<file path="src/rtl/wspm_pkg.sv">
// Shared types, constants and the star-closure function for the wildcard star
// pattern matcher. No dependencies; imported by every module in rtl/.
`timescale 1ns / 1ps

package wspm_pkg;

	// Pattern capacity and derived widths
	localparam int MAX_TOKENS = 32;
	localparam int POS_W      = MAX_TOKENS + 1;          // live position vector
	localparam int CNT_W      = $clog2(MAX_TOKENS + 1);  // token count
	localparam int IDX_W      = 5;                       // token_index field
	localparam int BYTE_W     = 8;

	// Stream payload widths
	localparam int IN_DATA_W  = 24;
	localparam int IN_USER_W  = 2;
	localparam int OUT_DATA_W = 8;

	// Request kinds carried on tuser
	typedef enum logic [IN_USER_W-1:0] {
		REQ_CLEAR = 2'd0,
		REQ_LOAD  = 2'd1,
		REQ_TEXT  = 2'd2,
		REQ_EMPTY = 2'd3
	} req_t;

	// Stored pattern as seen by the match logic
	typedef struct packed {
		logic [MAX_TOKENS-1:0][BYTE_W-1:0] tok_bytes;
		logic [MAX_TOKENS-1:0]             any_f;
		logic [MAX_TOKENS-1:0]             star_f;
		logic [CNT_W-1:0]                  count;
	} pat_t;

	// Result of one step of the automaton
	typedef struct packed {
		logic [POS_W-1:0] live_next;
		logic             has_result;
		logic             matched;
	} step_t;

	// Close a position set over starred tokens: position j+1 becomes live when
	// position j is live and token j may be skipped. Parallel prefix (log depth)
	// so a chain of stars propagates combinationally.
	function automatic logic [POS_W-1:0] close_stars(
		input logic [POS_W-1:0]      set_in,
		input logic [MAX_TOKENS-1:0] skip
	);
		logic [POS_W-1:0] g;
		logic [POS_W-1:0] p;
		logic [POS_W-1:0] gn;
		logic [POS_W-1:0] pn;
		g = set_in;
		p = {skip, 1'b0};
		for (int d = 1; d < POS_W; d = d * 2) begin
			gn = g;
			pn = p;
			for (int j = d; j < POS_W; j++) begin
				gn[j] = g[j] | (p[j] & g[j-d]);
				pn[j] = p[j] & p[j-d];
			end
			g = gn;
			p = pn;
		end
		return g;
	endfunction

endpackage

</file>
<file path="src/rtl/wspm_token_store.sv">
// Token store: byte, any flag and star flag per pattern position, plus the
// token count. Depends on wspm_pkg.
`timescale 1ns / 1ps

module wspm_token_store (
	input  logic                        clk,
	input  logic                        arst_n,
	input  logic                        clear,
	input  logic                        load,
	input  logic [wspm_pkg::IDX_W-1:0]  load_idx,
	input  logic [wspm_pkg::BYTE_W-1:0] load_byte,
	input  logic                        load_any,
	input  logic                        load_star,
	output wspm_pkg::pat_t              pat
);
	import wspm_pkg::*;

	logic [MAX_TOKENS-1:0][BYTE_W-1:0] bytes_q;
	logic [MAX_TOKENS-1:0]             any_q;
	logic [MAX_TOKENS-1:0]             star_q;
	logic [CNT_W-1:0]                  count_q;
	logic [CNT_W:0]                    idx_ext;
	logic [CNT_W:0]                    idx_plus;

	assign idx_ext  = (CNT_W + 1)'(load_idx);
	assign idx_plus = idx_ext + (CNT_W + 1)'(1);

	// Entry storage, written one entry per load; no reset
	always_ff @(posedge clk) begin
		for (int i = 0; i < MAX_TOKENS; i++) begin
			if (load && idx_ext == (CNT_W + 1)'(i)) begin
				bytes_q[i] <= load_byte;
				any_q[i]   <= load_any;
				star_q[i]  <= load_star;
			end
		end
	end

	// Token count: highest loaded index plus one since reset or the last clear
	always_ff @(posedge clk or negedge arst_n) begin
		if (!arst_n) begin
			count_q <= '0;
		end else if (clear) begin
			count_q <= '0;
		end else if (load && idx_ext < (CNT_W + 1)'(MAX_TOKENS)) begin
			if (idx_plus > (CNT_W + 1)'(count_q))
				count_q <= idx_plus[CNT_W-1:0];
		end
	end

	assign pat.tok_bytes = bytes_q;
	assign pat.any_f     = any_q;
	assign pat.star_f    = star_q;
	assign pat.count     = count_q;

endmodule

</file>
<file path="src/rtl/wspm_step.sv">
// Combinational automaton step: consumes one request against the live position
// set and the stored pattern. Depends on wspm_pkg.
`timescale 1ns / 1ps

module wspm_step (
	input  wspm_pkg::pat_t              pat,
	input  logic [wspm_pkg::POS_W-1:0]  live,
	input  wspm_pkg::req_t              req,
	input  logic [wspm_pkg::BYTE_W-1:0] text_byte,
	input  logic                        first_byte,
	input  logic                        final_item,
	output wspm_pkg::step_t             res
);
	import wspm_pkg::*;

	logic [MAX_TOKENS-1:0] in_pat;
	logic [MAX_TOKENS-1:0] skip;
	logic [MAX_TOKENS-1:0] hit;
	logic [MAX_TOKENS-1:0] stay;
	logic [MAX_TOKENS-1:0] adv;
	logic [POS_W-1:0]      start_set;
	logic [POS_W-1:0]      live_eff;
	logic [POS_W-1:0]      moved;
	logic [POS_W-1:0]      text_next;

	// Positions inside the current pattern, and which of them can be skipped
	always_comb begin
		for (int i = 0; i < MAX_TOKENS; i++)
			in_pat[i] = CNT_W'(i) < pat.count;
	end
	assign skip = in_pat & pat.star_f;

	assign start_set = close_stars(POS_W'(1), skip);
	assign live_eff  = first_byte ? start_set : live;

	// Per-position byte compare, then advance or stay on a starred token
	always_comb begin
		for (int i = 0; i < MAX_TOKENS; i++)
			hit[i] = live_eff[i] & in_pat[i] & (pat.any_f[i] | pat.tok_bytes[i] == text_byte);
	end
	assign stay      = hit & pat.star_f;
	assign adv       = hit & ~pat.star_f;
	assign moved     = {adv, 1'b0} | {1'b0, stay};
	assign text_next = close_stars(moved, skip);

	// Request decode
	always_comb begin
		res.live_next  = live;
		res.has_result = 1'b0;
		res.matched    = 1'b0;
		case (req)
			REQ_CLEAR: begin
				res.live_next = '0;
			end
			REQ_LOAD: begin
				res.live_next = live;
			end
			REQ_TEXT: begin
				res.live_next  = text_next;
				res.has_result = final_item;
				res.matched    = text_next[pat.count];
			end
			REQ_EMPTY: begin
				res.has_result = 1'b1;
				res.matched    = start_set[pat.count];
			end
			default: begin
				res.live_next = live;
			end
		endcase
	end

endmodule

</file>
<file path="src/rtl/wildcard_star_pattern_matcher_core.sv">
// Top level of the wildcard star pattern matcher: input register, token store,
// automaton step and result register. Depends on wspm_pkg, wspm_token_store, wspm_step.
`timescale 1ns / 1ps

// Takes one request per clock unless a waiting result stalls it: clear, token
// load, text byte or empty-text query, selected by s_axis_tuser. Every request
// enters an input register and completes from there through the automaton step,
// which does the whole live-position update (byte compare on all positions plus
// star closure) combinationally; so one item per cycle is sustained while no
// result stalls it. A request passes the input register and then the result
// register before m_axis_tvalid rises. Only a text byte with tlast set or an
// empty-text query produces a result (matched in m_axis_tdata bit 0). While a
// result waits on the master side, requests that produce no result keep
// flowing; one that does waits in the input register. The token store needs
// no clearing pass after reset. Gaps in a loaded pattern read as undefined.
module wildcard_star_pattern_matcher_core (
	input  logic                             clk,
	input  logic                             arst_n,
	input  logic                             s_axis_tvalid,
	output logic                             s_axis_tready,
	// [4:0] token_index, [12:5] token_byte, [13] token_any, [14] token_star,
	// [22:15] text_byte, [23] first_byte
	input  logic [wspm_pkg::IN_DATA_W-1:0]   s_axis_tdata,
	// [1:0] req_type
	input  logic [wspm_pkg::IN_USER_W-1:0]   s_axis_tuser,
	input  logic                             s_axis_tlast,
	output logic                             m_axis_tvalid,
	input  logic                             m_axis_tready,
	// [0] matched, [7:1] zero
	output logic [wspm_pkg::OUT_DATA_W-1:0]  m_axis_tdata
);
	import wspm_pkg::*;

	logic                valid_s1;
	req_t                req_s1;
	logic [IDX_W-1:0]    idx_s1;
	logic [BYTE_W-1:0]   tok_byte_s1;
	logic                tok_any_s1;
	logic                tok_star_s1;
	logic [BYTE_W-1:0]   text_byte_s1;
	logic                first_s1;
	logic                last_s1;

	logic [POS_W-1:0]    live_q;
	logic                out_valid_q;
	logic                out_matched_q;

	pat_t                pat;
	step_t               res;
	logic                s1_fire;
	logic                in_xfer;

	// Input register handshake
	assign s1_fire       = valid_s1 & (~res.has_result | ~out_valid_q | m_axis_tready);
	assign s_axis_tready = ~valid_s1 | s1_fire;
	assign in_xfer       = s_axis_tvalid & s_axis_tready;

	always_ff @(posedge clk or negedge arst_n) begin
		if (!arst_n)
			valid_s1 <= 1'b0;
		else if (s_axis_tready)
			valid_s1 <= s_axis_tvalid;
	end

	always_ff @(posedge clk) begin
		if (in_xfer) begin
			req_s1       <= req_t'(s_axis_tuser);
			idx_s1       <= s_axis_tdata[4:0];
			tok_byte_s1  <= s_axis_tdata[12:5];
			tok_any_s1   <= s_axis_tdata[13];
			tok_star_s1  <= s_axis_tdata[14];
			text_byte_s1 <= s_axis_tdata[22:15];
			first_s1     <= s_axis_tdata[23];
			last_s1      <= s_axis_tlast;
		end
	end

	// Pattern storage
	wspm_token_store u_store (
		.clk       (clk),
		.arst_n    (arst_n),
		.clear     (s1_fire && req_s1 == REQ_CLEAR),
		.load      (s1_fire && req_s1 == REQ_LOAD),
		.load_idx  (idx_s1),
		.load_byte (tok_byte_s1),
		.load_any  (tok_any_s1),
		.load_star (tok_star_s1),
		.pat       (pat)
	);

	// Automaton step
	wspm_step u_step (
		.pat        (pat),
		.live       (live_q),
		.req        (req_s1),
		.text_byte  (text_byte_s1),
		.first_byte (first_s1),
		.final_item (last_s1),
		.res        (res)
	);

	// Live position set
	always_ff @(posedge clk or negedge arst_n) begin
		if (!arst_n)
			live_q <= '0;
		else if (s1_fire)
			live_q <= res.live_next;
	end

	// Result register
	always_ff @(posedge clk or negedge arst_n) begin
		if (!arst_n)
			out_valid_q <= 1'b0;
		else if (s1_fire && res.has_result)
			out_valid_q <= 1'b1;
		else if (m_axis_tready)
			out_valid_q <= 1'b0;
	end

	always_ff @(posedge clk) begin
		if (s1_fire && res.has_result)
			out_matched_q <= res.matched;
	end

	assign m_axis_tvalid = out_valid_q;
	assign m_axis_tdata  = {(OUT_DATA_W - 1)'(0), out_matched_q};

`ifndef ASSERT_OFF
	// A clear empties both the pattern and the live set
	a_clear_empties: assert property (@(posedge clk) disable iff (!arst_n)
		s1_fire && req_s1 == REQ_CLEAR |=> live_q == '0 && pat.count == '0)
		else $error("clear did not empty pattern and live set");

	// The token count never exceeds the store depth
	a_count_range: assert property (@(posedge clk) disable iff (!arst_n)
		pat.count <= CNT_W'(MAX_TOKENS))
		else $error("token count beyond store depth");

	// An empty-text query always yields a result and leaves the live set alone
	a_empty_result: assert property (@(posedge clk) disable iff (!arst_n)
		s1_fire && req_s1 == REQ_EMPTY |=> m_axis_tvalid && $stable(live_q))
		else $error("empty-text query lost or disturbed live set");

	// A request that completes with a result finds the result slot free
	a_no_overwrite: assert property (@(posedge clk) disable iff (!arst_n)
		s1_fire && res.has_result |-> !out_valid_q || m_axis_tready)
		else $error("pending result overwritten");
`endif

endmodule

</file>
<file path="config.mk">
export PLATFORM = sky130hd
export DESIGN_NAME = wildcard_star_pattern_matcher_core
export DESIGN_NICKNAME = d
export VERILOG_FILES = /design/src/rtl/wspm_pkg.sv /design/src/rtl/wspm_token_store.sv /design/src/rtl/wspm_step.sv /design/src/rtl/wildcard_star_pattern_matcher_core.sv
export SDC_FILE = /design/constraint.sdc
export NUM_CORES = 1
export LEC_CHECK = 0
export BUFFER_PORTS_ARGS = -buffer_cell sky130_fd_sc_hd__buf_2
export CORE_MARGIN = 2
export CORE_UTILIZATION = 41
export CTS_CLUSTER_SIZE = 16
export DETAILED_ROUTE_END_ITERATION = 10
export SETUP_SLACK_MARGIN = 0.02
export SYNTH_ARGS = -nofsm -noshare
export SYNTH_HDL_FRONTEND = slang
export SYNTH_SLANG_ARGS = --single-unit
</file>
<file path="constraint.sdc">
create_clock -name clk -period 7.8 [get_ports clk]
set_input_delay 1.17 -clock clk [delete_from_list [all_inputs] [get_ports clk]]
set_output_delay 1.17 -clock clk [all_outputs]
set_load 0.03 [all_outputs]
</file>
==> metrics.txt, run 1 <==
Rows=78; Tot GR Track Use=0.227; grt total ovfl=0; FF-to-FF path depth=13; hold crit path type=flip-flop to flip-flop; Startpoint Class=flip-flop; final worst path period need=5.03 ns; FF+latch count, synth=388; CTS tree=built; share of cells above drive strength 1=0.104; commonest non-fill, non-tap cells in the layout=edfxtp_1 (348), xor2_1 (229), nor2_1 (109); capturing point of the worst reg2reg path=out_matched_q$_DFFE_PP_; Iteration-0 DRC Markers=1494; post-synth top area share=0.550; CTS resizes=0; Slowest cell on crit path=dfrtp_1; top routing layer used=met4; met1 WL=24700 um; final estimated routing congestion in global placement=0.948; Yosys warning count=0; Post-DRT Antenna Nets=0; initial antenna violation count=1; Pleak=7.25 nW; core footprint=45600 um^2; crit-path max FO=22; setup TNS=0 ns; Worst-path clk slew=0.06 ns; hpwl dp=34900 um; Max VDD drop=148 uV; Final period util=0.644; Critical Path Max Stage Delay=1.02 ns; Post-Synthesis Cells=1535; cell taking the most area after synthesis=edfxtp_1; # Max-Cap Violations=0; CTS Buf Count=42; Hold Vio Cnt, Final=0; Vias=12844; first-pass GRT wire length=80300 um; Post-Place Cells=2118; cts hold-fix bufs=0; initial core utilization=0.417; Slew HR=0.267; Place WS=2.96 ns; io pins=41; most common cell after layout, fill and taps aside=edfxtp_1; final WL=54000 um; CTS root buf=clkbuf_16; crit-path cells=nor3_2 > nor3_2 > nand3_2 > nor3_2 > o21ai_1 > o31ai_1 > nor2_1 > o221ai_1 > a211oi_1 > o31a_1 > nor4_1 > o2bb2ai_1 > a41o_1; WHS=0.472 ns; Required @ worst endpoint=8.25 ns; Max clock buf depth=3; internal reg-to-reg setup slack=2.77 ns; Cell Area, Synth=19000 um^2; Area growth, synth to finish=10.6%; die width=219 um; drt drc=0; worst setup path end=out_matched_q$_DFFE_PP_; DIE AREA=48100 um^2; Slew Viols, Final=0; Final Skew=0.0178 ns; Mean Syn Cell Area=12.4 um^2; Cell Pwr Density=248 nW/um^2; WS Path Type=flip-flop to flip-flop; Final #Nets=1605; post-synthesis cell type count=96; height of the die=219 um; sequential fraction of the synthesis area=0.603; fin cells=2194; largest net degree at the start of global routing=43; vias in the first global route=12619; post-synthesis async set-or-reset flop share=0.103; number of flops mapped to enable cells by yosys=348; Power, Total=5.21 mW; outcome=finished clean; H-tree Lvls=2; highest clock rate=199 MHz; antenna cells=0; Post-CTS Setup Repair Bufs=0; via/cell ratio=5.85; Critical Path End Type=flip-flop; worst skew pair latency=0.58 ns; WL per Instance=24.6 um; synth top area cells=edfxtp_1 (55%), xor2_1 (11%), dfrtp_1 (5.3%); Sink Count=388; RSZ-0062 raised after global routing=false; Crit. Startpoint=u_store.count_q[4]$_DFFE_PN0P_; metal2 WL=23700 um; critical path data arrival time=5.47 ns; Met3 Wirelength=4130 um; final setup margin=2.77 ns; worst r2r src=u_store.count_q[4]$_DFFE_PN0P_; cell mode on critical path=nor3_2; Final Setup Violations=0; Top FF cell, synth=edfxtp_1; I/O Buffers=33; measured slew at the worst slew-check pin=1.10 ns; TritonRoute pass-1 iters=5
-- critical path, delay by kind of cell, from the launching register on --
family             cells  cell delay, ns
DFF                    1            1.02
and+or+nand+nor        6            2.40
AOI/OAI and AO/OA      7            1.43
-- cell usage after synthesis, types with 7 or more instances --
cell type and instances:
nand3_1 31, buf_4 14, or2_2 7, buf_2 36, nand2b_1 11, nand4_1 18
o21ai_1 11, o221ai_1 11, nand2_1 107, edfxtp_1 348, o21a_1 7, nor2b_1 14
xnor2_1 29, o21ai_0 51, a21oi_1 66, nor4_1 74, ha_1 12, nor3_1 34
o22ai_1 9, xor2_1 229, dfrtp_1 40, a22o_1 11, clkbuf_1 25, nor2_1 109
o211ai_1 10, o31ai_1 7, or3_1 7, a211oi_1 21, nor3b_1 10, inv_1 31
-- state kept, by name, summed over array words and instances (netlist names), 2 cells and up --
name / cells
idx_s1: 5
live_q: 32
req_s1: 2
text_byte_s1: 8
tok_byte_s1: 8
u_store.any_q: 32
u_store.count_q: 6
u_store.pat: 256
u_store.star_q: 32
-- logic make-up after synthesis --
group / count (synthesis) / share of synthesized area
xor gates and xnor gates: 258 / 0.119
other: 1 / 0.000197
muxes: 6 / 0.00323
adders and majority gates: 12 / 0.00791
AOI/OAI and AO/OA: 295 / 0.112
buffers and inverters: 115 / 0.0291
and+or+nand+nor: 460 / 0.125
DFF: 388 / 0.603
-- stage by stage --
stage           util  cell area (um^2)
2_1_floorplan      -             19000
3_3_place_gp   0.432             19700
3_5_place_dp   0.432             19700
4_1_cts        0.461             21000
5_1_grt        0.461             21000
6_report       0.461             21000
-- worst min-delay path by stage --
stage	startpoint	to	slack (ns)	cells after the start
3_3_place_gp	live_q[14]$_DFFE_PN0P_	live_q[14]$_DFFE_PN0P_	0.44	2
6_report	live_q[14]$_DFFE_PN0P_	live_q[14]$_DFFE_PN0P_	0.47	2
4_1_cts	live_q[14]$_DFFE_PN0P_	live_q[14]$_DFFE_PN0P_	0.48	2
2_1_floorplan	live_q[14]$_DFFE_PN0P_	live_q[14]$_DFFE_PN0P_	0.43	2
3_5_place_dp	live_q[14]$_DFFE_PN0P_	live_q[14]$_DFFE_PN0P_	0.46	2
5_1_grt	live_q[26]$_DFFE_PN0P_	live_q[26]$_DFFE_PN0P_	0.51	2
-- area by class of cell --
class	count	area, um^2
clock buffer	55	1130
clock inverter	21	175
fill	4041	24600
inverter	34	128
multi-input combinational	1038	7020
sequential	388	11500
tap	600	751
timing repair buffer	58	353
-- report_power, final --
group          switching (mW)  internal (mW)
sequential             0.0827           2.31
combinational           0.659          0.266
clock                   0.834           1.06
total                    1.58           3.64
-- per-layer routing --
metal  vias up  GRT usage
li1       5782          -
met1      6408      0.332
met2       562      0.344
met3        92     0.0407
met4         0     0.0685
met5         -          0
Note: power is estimated with default switching activity, not from simulation.
==> run 2, diff against run 1 <==
clock period = 5.17 ns   (was 7.8 ns; I/O delays follow)
==> run 2 against run 1 <==
Register-to-register slack worse by 2.3 ns. Sequential cell count stayed put. Maximum frequency is 8.1% higher. Die area stayed put. Cell count is 1.0% higher. Critical path depth is 1 higher. Non-clock buffer count is 33 higher. Sequential share of layout area is 0.35 points lower. Critical path type unchanged. Critical endpoint unchanged.
==> metrics.txt, run 2 (synthesis results as in run 1) <==
outcome=finished clean (unchanged); I/O Buffers=33 (unchanged); Crit. Startpoint=text_byte_s1[4]$_DFFE_PP_ (was u_store.count_q[4]$_DFFE_PN0P_); height of the die=219 um (unchanged); io pins=41 (unchanged); fin cells=2217 (was 2194); Max VDD drop=230 uV (was 148 uV); worst r2r src=text_byte_s1[4]$_DFFE_PP_ (was u_store.count_q[4]$_DFFE_PN0P_); worst path bufs/invs=1 (was 0); hpwl dp=35600 um (was 34900 um); CTS tree=built (unchanged); fill count=4047 (was 4041); Rows=78 (unchanged); first-pass GRT wire length=78700 um (was 80300 um); Finished Cell Area=21100 um^2 (was 21000 um^2); Vias=12803 (was 12844); Hold Vio Cnt, Final=0 (unchanged); FF-to-FF path depth=14 (was 13); measured slew at the worst slew-check pin=1.12 ns (was 1.10 ns); Final Skew=0.0178 ns (about the same); max reg flops=256 (unchanged); Worst path top cell family by delay=compound AO/OA/AOI/OAI gates (was simple AND/OR/NAND/NOR gates); Sink Count=388 (unchanged); initial core utilization=0.417 (unchanged); setup TNS=0 ns (unchanged); Final period util=0.899 (was 0.644); grt total ovfl=0 (unchanged); Startpoint Class=flip-flop (unchanged); Area growth, synth to finish=11.3% (was 10.6%); hold crit path type=input port to async pin (was flip-flop to flip-flop); WP depth=14 (was 13); TritonRoute pass-1 iters=7 (was 5); register area=11500 um^2 (unchanged); core footprint=45600 um^2 (unchanged); Final #Nets=1636 (was 1605); # Max-Cap Violations=0 (unchanged); largest reg by FF count=u_store.pat (unchanged); Slew Viols, Final=0 (unchanged); crit-path max FO=18 (was 22); Worst-path clk slew=0.06 ns (about the same); drt drc=0 (unchanged); worst setup path end=out_matched_q$_DFFE_PP_ (unchanged); highest clock rate=215 MHz (was 199 MHz); Post-CTS Setup Repair Bufs=0 (unchanged); Cell Pwr Density=369 nW/um^2 (was 248 nW/um^2); critical path data arrival time=5.08 ns (was 5.47 ns); DIE AREA=48100 um^2 (unchanged); Required @ worst endpoint=5.60 ns (was 8.25 ns); Slowest cell on crit path=edfxtp_1 (was dfrtp_1); final WL=52900 um (was 54000 um); crit-path cells=buf_4 > xor2_1 > nor4_1 > a21oi_1 > a211oi_1 > o21ai_0 > nand2_1 > a221o_1 > a221o_1 > a31oi_2 > o31a_1 > nor4_1 > o2bb2ai_1 > a41o_1 (was nor3_2 > nor3_2 > nand3_2 > nor3_2 > o21ai_1 > o31ai_1 > nor2_1 > o221ai_1 > a211oi_1 > o31a_1 > nor4_1 > o2bb2ai_1 > a41o_1); worst skew pair latency=0.57 ns (was 0.58 ns); cts hold-fix bufs=0 (unchanged); CTS resizes=0 (unchanged); commonest non-fill, non-tap cells in the layout=edfxtp_1 (348), xor2_1 (229), nor2_1 (109) (unchanged); WL per Instance=23.9 um (was 24.6 um); initial antenna violation count=0 (was 1); WS Path Type=flip-flop to flip-flop (unchanged); internal reg-to-reg setup slack=0.52 ns (was 2.77 ns); largest net degree at the start of global routing=41 (was 43); CTS Buf Count=40 (was 42); Tot GR Track Use=0.222 (was 0.227); Critical Path Max Stage Delay=0.81 ns (was 1.02 ns); antenna cells=0 (unchanged); Critical Path End Type=flip-flop (unchanged); Slew HR=0.249 (was 0.267); Pleak=7.36 nW (was 7.25 nW); Iteration-0 DRC Markers=1180 (was 1494); Post-Place Cells=2151 (was 2118); via/cell ratio=5.77 (was 5.85); die width=219 um (unchanged); final worst path period need=4.65 ns (was 5.03 ns); capturing point of the worst reg2reg path=out_matched_q$_DFFE_PP_ (unchanged); Final Setup Violations=0 (unchanged); Max clock buf depth=3 (unchanged); Post-DRT Antenna Nets=0 (unchanged); most common cell after layout, fill and taps aside=edfxtp_1 (unchanged); area of the multi-input gates=7020 um^2 (unchanged); final estimated routing congestion in global placement=0.977 (was 0.948); RSZ-0062 raised after global routing=false (unchanged); dpl cell area=19900 um^2 (was 19700 um^2); vias in the first global route=12357 (was 12619); H-tree Lvls=2 (unchanged); share of cells above drive strength 1=0.116 (was 0.104); CTS root buf=clkbuf_16 (unchanged)
-- run 2: power breakdown --
| group | internal [mW] | leakage, nW | switching, mW |
|---|---|---|---|
| registers | 3.48 | 3.70 | 0.0897 |
| clock network | 1.53 | 0.577 | 1.19 |
| logic | 0.461 | 3.09 | 1.05 |
-- run 2: final cells by class --
type | count | area share
Sequential cell | 388 | 0.542
Multi-Input combinational cell | 1038 | 0.332
Clock buffer | 51 | 0.0493
Tap cell | 600 | 0.0355
Timing Repair Buffer | 91 | 0.0284
Clock inverter | 15 | 0.00728
Inverter | 34 | 0.00604
-- run 2: worst min path at each step --
stage                                       from                      to  slack, ns  cells after the start
after floorplan           live_q[14]$_DFFE_PN0P_  live_q[14]$_DFFE_PN0P_       0.43                      2
after global placement    live_q[14]$_DFFE_PN0P_  live_q[14]$_DFFE_PN0P_       0.44                      2
after detailed placement  live_q[29]$_DFFE_PN0P_  live_q[29]$_DFFE_PN0P_       0.46                      2
after CTS                        s_axis_tdata[3]     idx_s1[3]$_DFFE_PP_       0.35                      1
after global routing             s_axis_tdata[3]     idx_s1[3]$_DFFE_PP_       0.37                      1
final                                     arst_n  live_q[30]$_DFFE_PN0P_       0.36                      1
-- run 2: worst register-to-register path, delay by kind of cell, from the launching register on --
family | cells | cell delay, ns
flops | 1 | 0.81
simple gates | 3 | 1.10
buf+inv | 1 | 0.47
compound gates | 9 | 2.01
xor+xnor | 1 | 0.12
-- run 2: routing by layer --
metal	global-route usage	wire, um	up-vias
met5	0	0	-
met4	0.0926	1950	0
met3	0.0310	3510	120
met2	0.325	23000	502
met1	0.330	24500	6333
li1	-	-	5848
-- run 2: stage by stage --
| stage | hold slack [ns] | util | worst slack, ns | power, mW |
|---|---|---|---|---|
| after detailed placement | 0.462 | 0.438 | 0.619 | 5.11 |
| after global routing | 0.367 | 0.464 | 0.342 | 8.08 |
| after global placement | 0.444 | 0.438 | 0.473 | 5.13 |
| final | 0.355 | 0.464 | 0.523 | 7.80 |
| after floorplan | 0.431 | - | 1.78 | 4.60 |
| after CTS | 0.353 | 0.464 | 0.588 | 7.82 |
==> run 3, diff against run 2 <==
clock period = 5.69 ns   (was 5.17 ns; I/O delays follow)
==> run 3 against run 2 <==
Cell area is 0.11% lower. Highest routed layer is now met5. Worst hold slack better by 0.068 ns. Power is 8.1% lower. Critical path depth is 1 higher. Critical path type unchanged. Combinational power is 13% lower. Clock power is 6% lower. Sequential share of layout area is 0.058 points higher. Die area stayed put. Setup slack better by 0.37 ns. Sequential cell count stayed put. Utilization hardly changed. Sequential power is 7.8% lower. Largest cell class unchanged.
==> metrics.txt, run 3 (synthesis results as in run 1) <==
Final period util=0.844 (was 0.899); Post-CTS Setup Repair Bufs=0 (unchanged); first-pass GRT wire length=80600 um (was 78700 um); Crit. Startpoint=text_byte_s1[4]$_DFFE_PP_ (unchanged); fill count=4105 (was 4047); most common cell after layout, fill and taps aside=edfxtp_1 (unchanged); share of cells above drive strength 1=0.109 (was 0.116); TritonRoute pass-1 iters=6 (was 7); Final Skew=0.0213 ns (was 0.0178 ns); Worst-path clk slew=0.06 ns (about the same); io pins=41 (unchanged); highest clock rate=208 MHz (was 215 MHz); Vias=12695 (was 12803); Pleak=7.32 nW (was 7.36 nW); worst skew pair latency=0.58 ns (was 0.57 ns); Final Util=0.463 (was 0.464); WL per Instance=24.6 um (was 23.9 um); die width=219 um (unchanged); Tot GR Track Use=0.229 (was 0.222); Sink Count=388 (unchanged); commonest non-fill, non-tap cells in the layout=edfxtp_1 (348), xor2_1 (229), nor2_1 (109) (unchanged); Max clock buf depth=3 (unchanged); CTS tree=built (unchanged); crit-path max FO=13 (was 18); DIE AREA=48100 um^2 (unchanged); largest net degree at the start of global routing=42 (was 41); WHS=0.424 ns (was 0.355 ns); antenna cells=0 (unchanged); final WL=54400 um (was 52900 um); final estimated routing congestion in global placement=0.963 (was 0.977); Slew HR=0.209 (was 0.249); final worst path period need=4.80 ns (was 4.65 ns); largest reg by FF count=u_store.pat (unchanged); RSZ-0062 raised after global routing=false (unchanged); hold crit path type=input port to async pin (unchanged); core footprint=45600 um^2 (unchanged); hpwl dp=36500 um (was 35600 um); setup TNS=0 ns (unchanged); Slew Viols, Final=0 (unchanged); vias in the first global route=12541 (was 12357); initial antenna violation count=1 (was 0); Iteration-0 DRC Markers=1163 (was 1180); Startpoint Class=flip-flop (unchanged); worst r2r src=text_byte_s1[4]$_DFFE_PP_ (unchanged); initial core utilization=0.417 (unchanged); Critical Path End Type=flip-flop (unchanged); height of the die=219 um (unchanged); Cell Pwr Density=339 nW/um^2 (was 369 nW/um^2); Required @ worst endpoint=6.00 ns (was 5.60 ns); Hold Vio Cnt, Final=0 (unchanged); # Max-Cap Violations=0 (unchanged); H-tree Lvls=2 (unchanged); Final #Nets=1621 (was 1636); final setup margin=0.889 ns (was 0.523 ns); Post-DRT Antenna Nets=0 (unchanged); max reg flops=256 (unchanged); grt total ovfl=0 (unchanged); critical path data arrival time=5.11 ns (was 5.08 ns); WS Path Type=flip-flop to flip-flop (unchanged); I/O Buffers=33 (unchanged); CTS root buf=clkbuf_16 (unchanged); Area growth, synth to finish=11.2% (was 11.3%); Final Setup Violations=0 (unchanged); Max VDD drop=199 uV (was 230 uV); Rows=78 (unchanged); CTS resizes=0 (unchanged); cts hold-fix bufs=0 (unchanged); via/cell ratio=5.75 (was 5.77); measured slew at the worst slew-check pin=1.18 ns (was 1.12 ns); Place WS=0.948 ns (was 0.619 ns); outcome=finished clean (unchanged); drt drc=0 (unchanged); CTS Buf Count=42 (was 40)
run 3: final cells by class:
type | count | area [um^2] | share of cell area
sequential | 388 | 11500 | 0.542
tap | 600 | 751 | 0.0355
timing repair buffer | 74 | 498 | 0.0236
inverter | 34 | 128 | 0.00604
clock buffer | 53 | 1110 | 0.0527
multi-input combinational | 1038 | 7020 | 0.332
clock inverter | 22 | 163 | 0.00770
run 3: worst max-delay path, cell delays in order, from the launching register on:
cell and delay, ns:
edfxtp_1 0.83, buf_4 0.42, buf_4 0.31, xor2_1 0.17, nor4_1 0.07, a21oi_1 0.39, nor3_1 0.18, a32oi_1 0.17
nand2_1 0.14, a221o_1 0.37, a221o_1 0.32, a31oi_2 0.36, o31ai_1 0.21, o21ai_1 0.19, o21ai_0 0.12, a41o_1 0.27
run 3: metal layers:
layer  global-route usage  vias to the layer above  wire [um]
met1                0.327                     6343      25200
met2                0.351                      456      24100
li1                     -                     5803          -
met5                    0                        -         18
met3               0.0452                       91       3690
met4               0.0691                        2       1490
run 3: per-stage QoR:
step | power [mW] | instance area (um^2) | cells
after floorplan | 4.18 | 19000 | 1541
after global placement | 4.66 | 19800 | 2134
after detailed placement | 4.65 | 19800 | 2134
after CTS | 7.19 | 21100 | 2209
after global routing | 7.42 | 21100 | 2209
final | 7.17 | 21100 | 2209
run 3: where the power goes:
group / internal, mW / leakage [nW] / switching (mW)
Clock: 1.44 / 0.611 / 1.11
Sequential: 3.16 / 3.70 / 0.125
Combinational: 0.411 / 3.01 / 0.921
Total: 5.01 / 7.32 / 2.16
run 3: final timing paths:
path | slack (ns) | end | cells after the start
worst max-delay path | 0.89 | out_matched_q$_DFFE_PP_ | 15
worst min-delay path | 0.42 | live_q[29]$_DFFE_PN0P_ | 1
worst max register to register | 0.89 | out_matched_q$_DFFE_PP_ | 15
worst min register to register | 0.47 | live_q[20]$_DFFE_PN0P_ | 2
max in group asynchronous | 4.66 | live_q[10]$_DFFE_PN0P_ | 1
min in group clk | 0.45 | idx_s1[4]$_DFFE_PP_ | 1
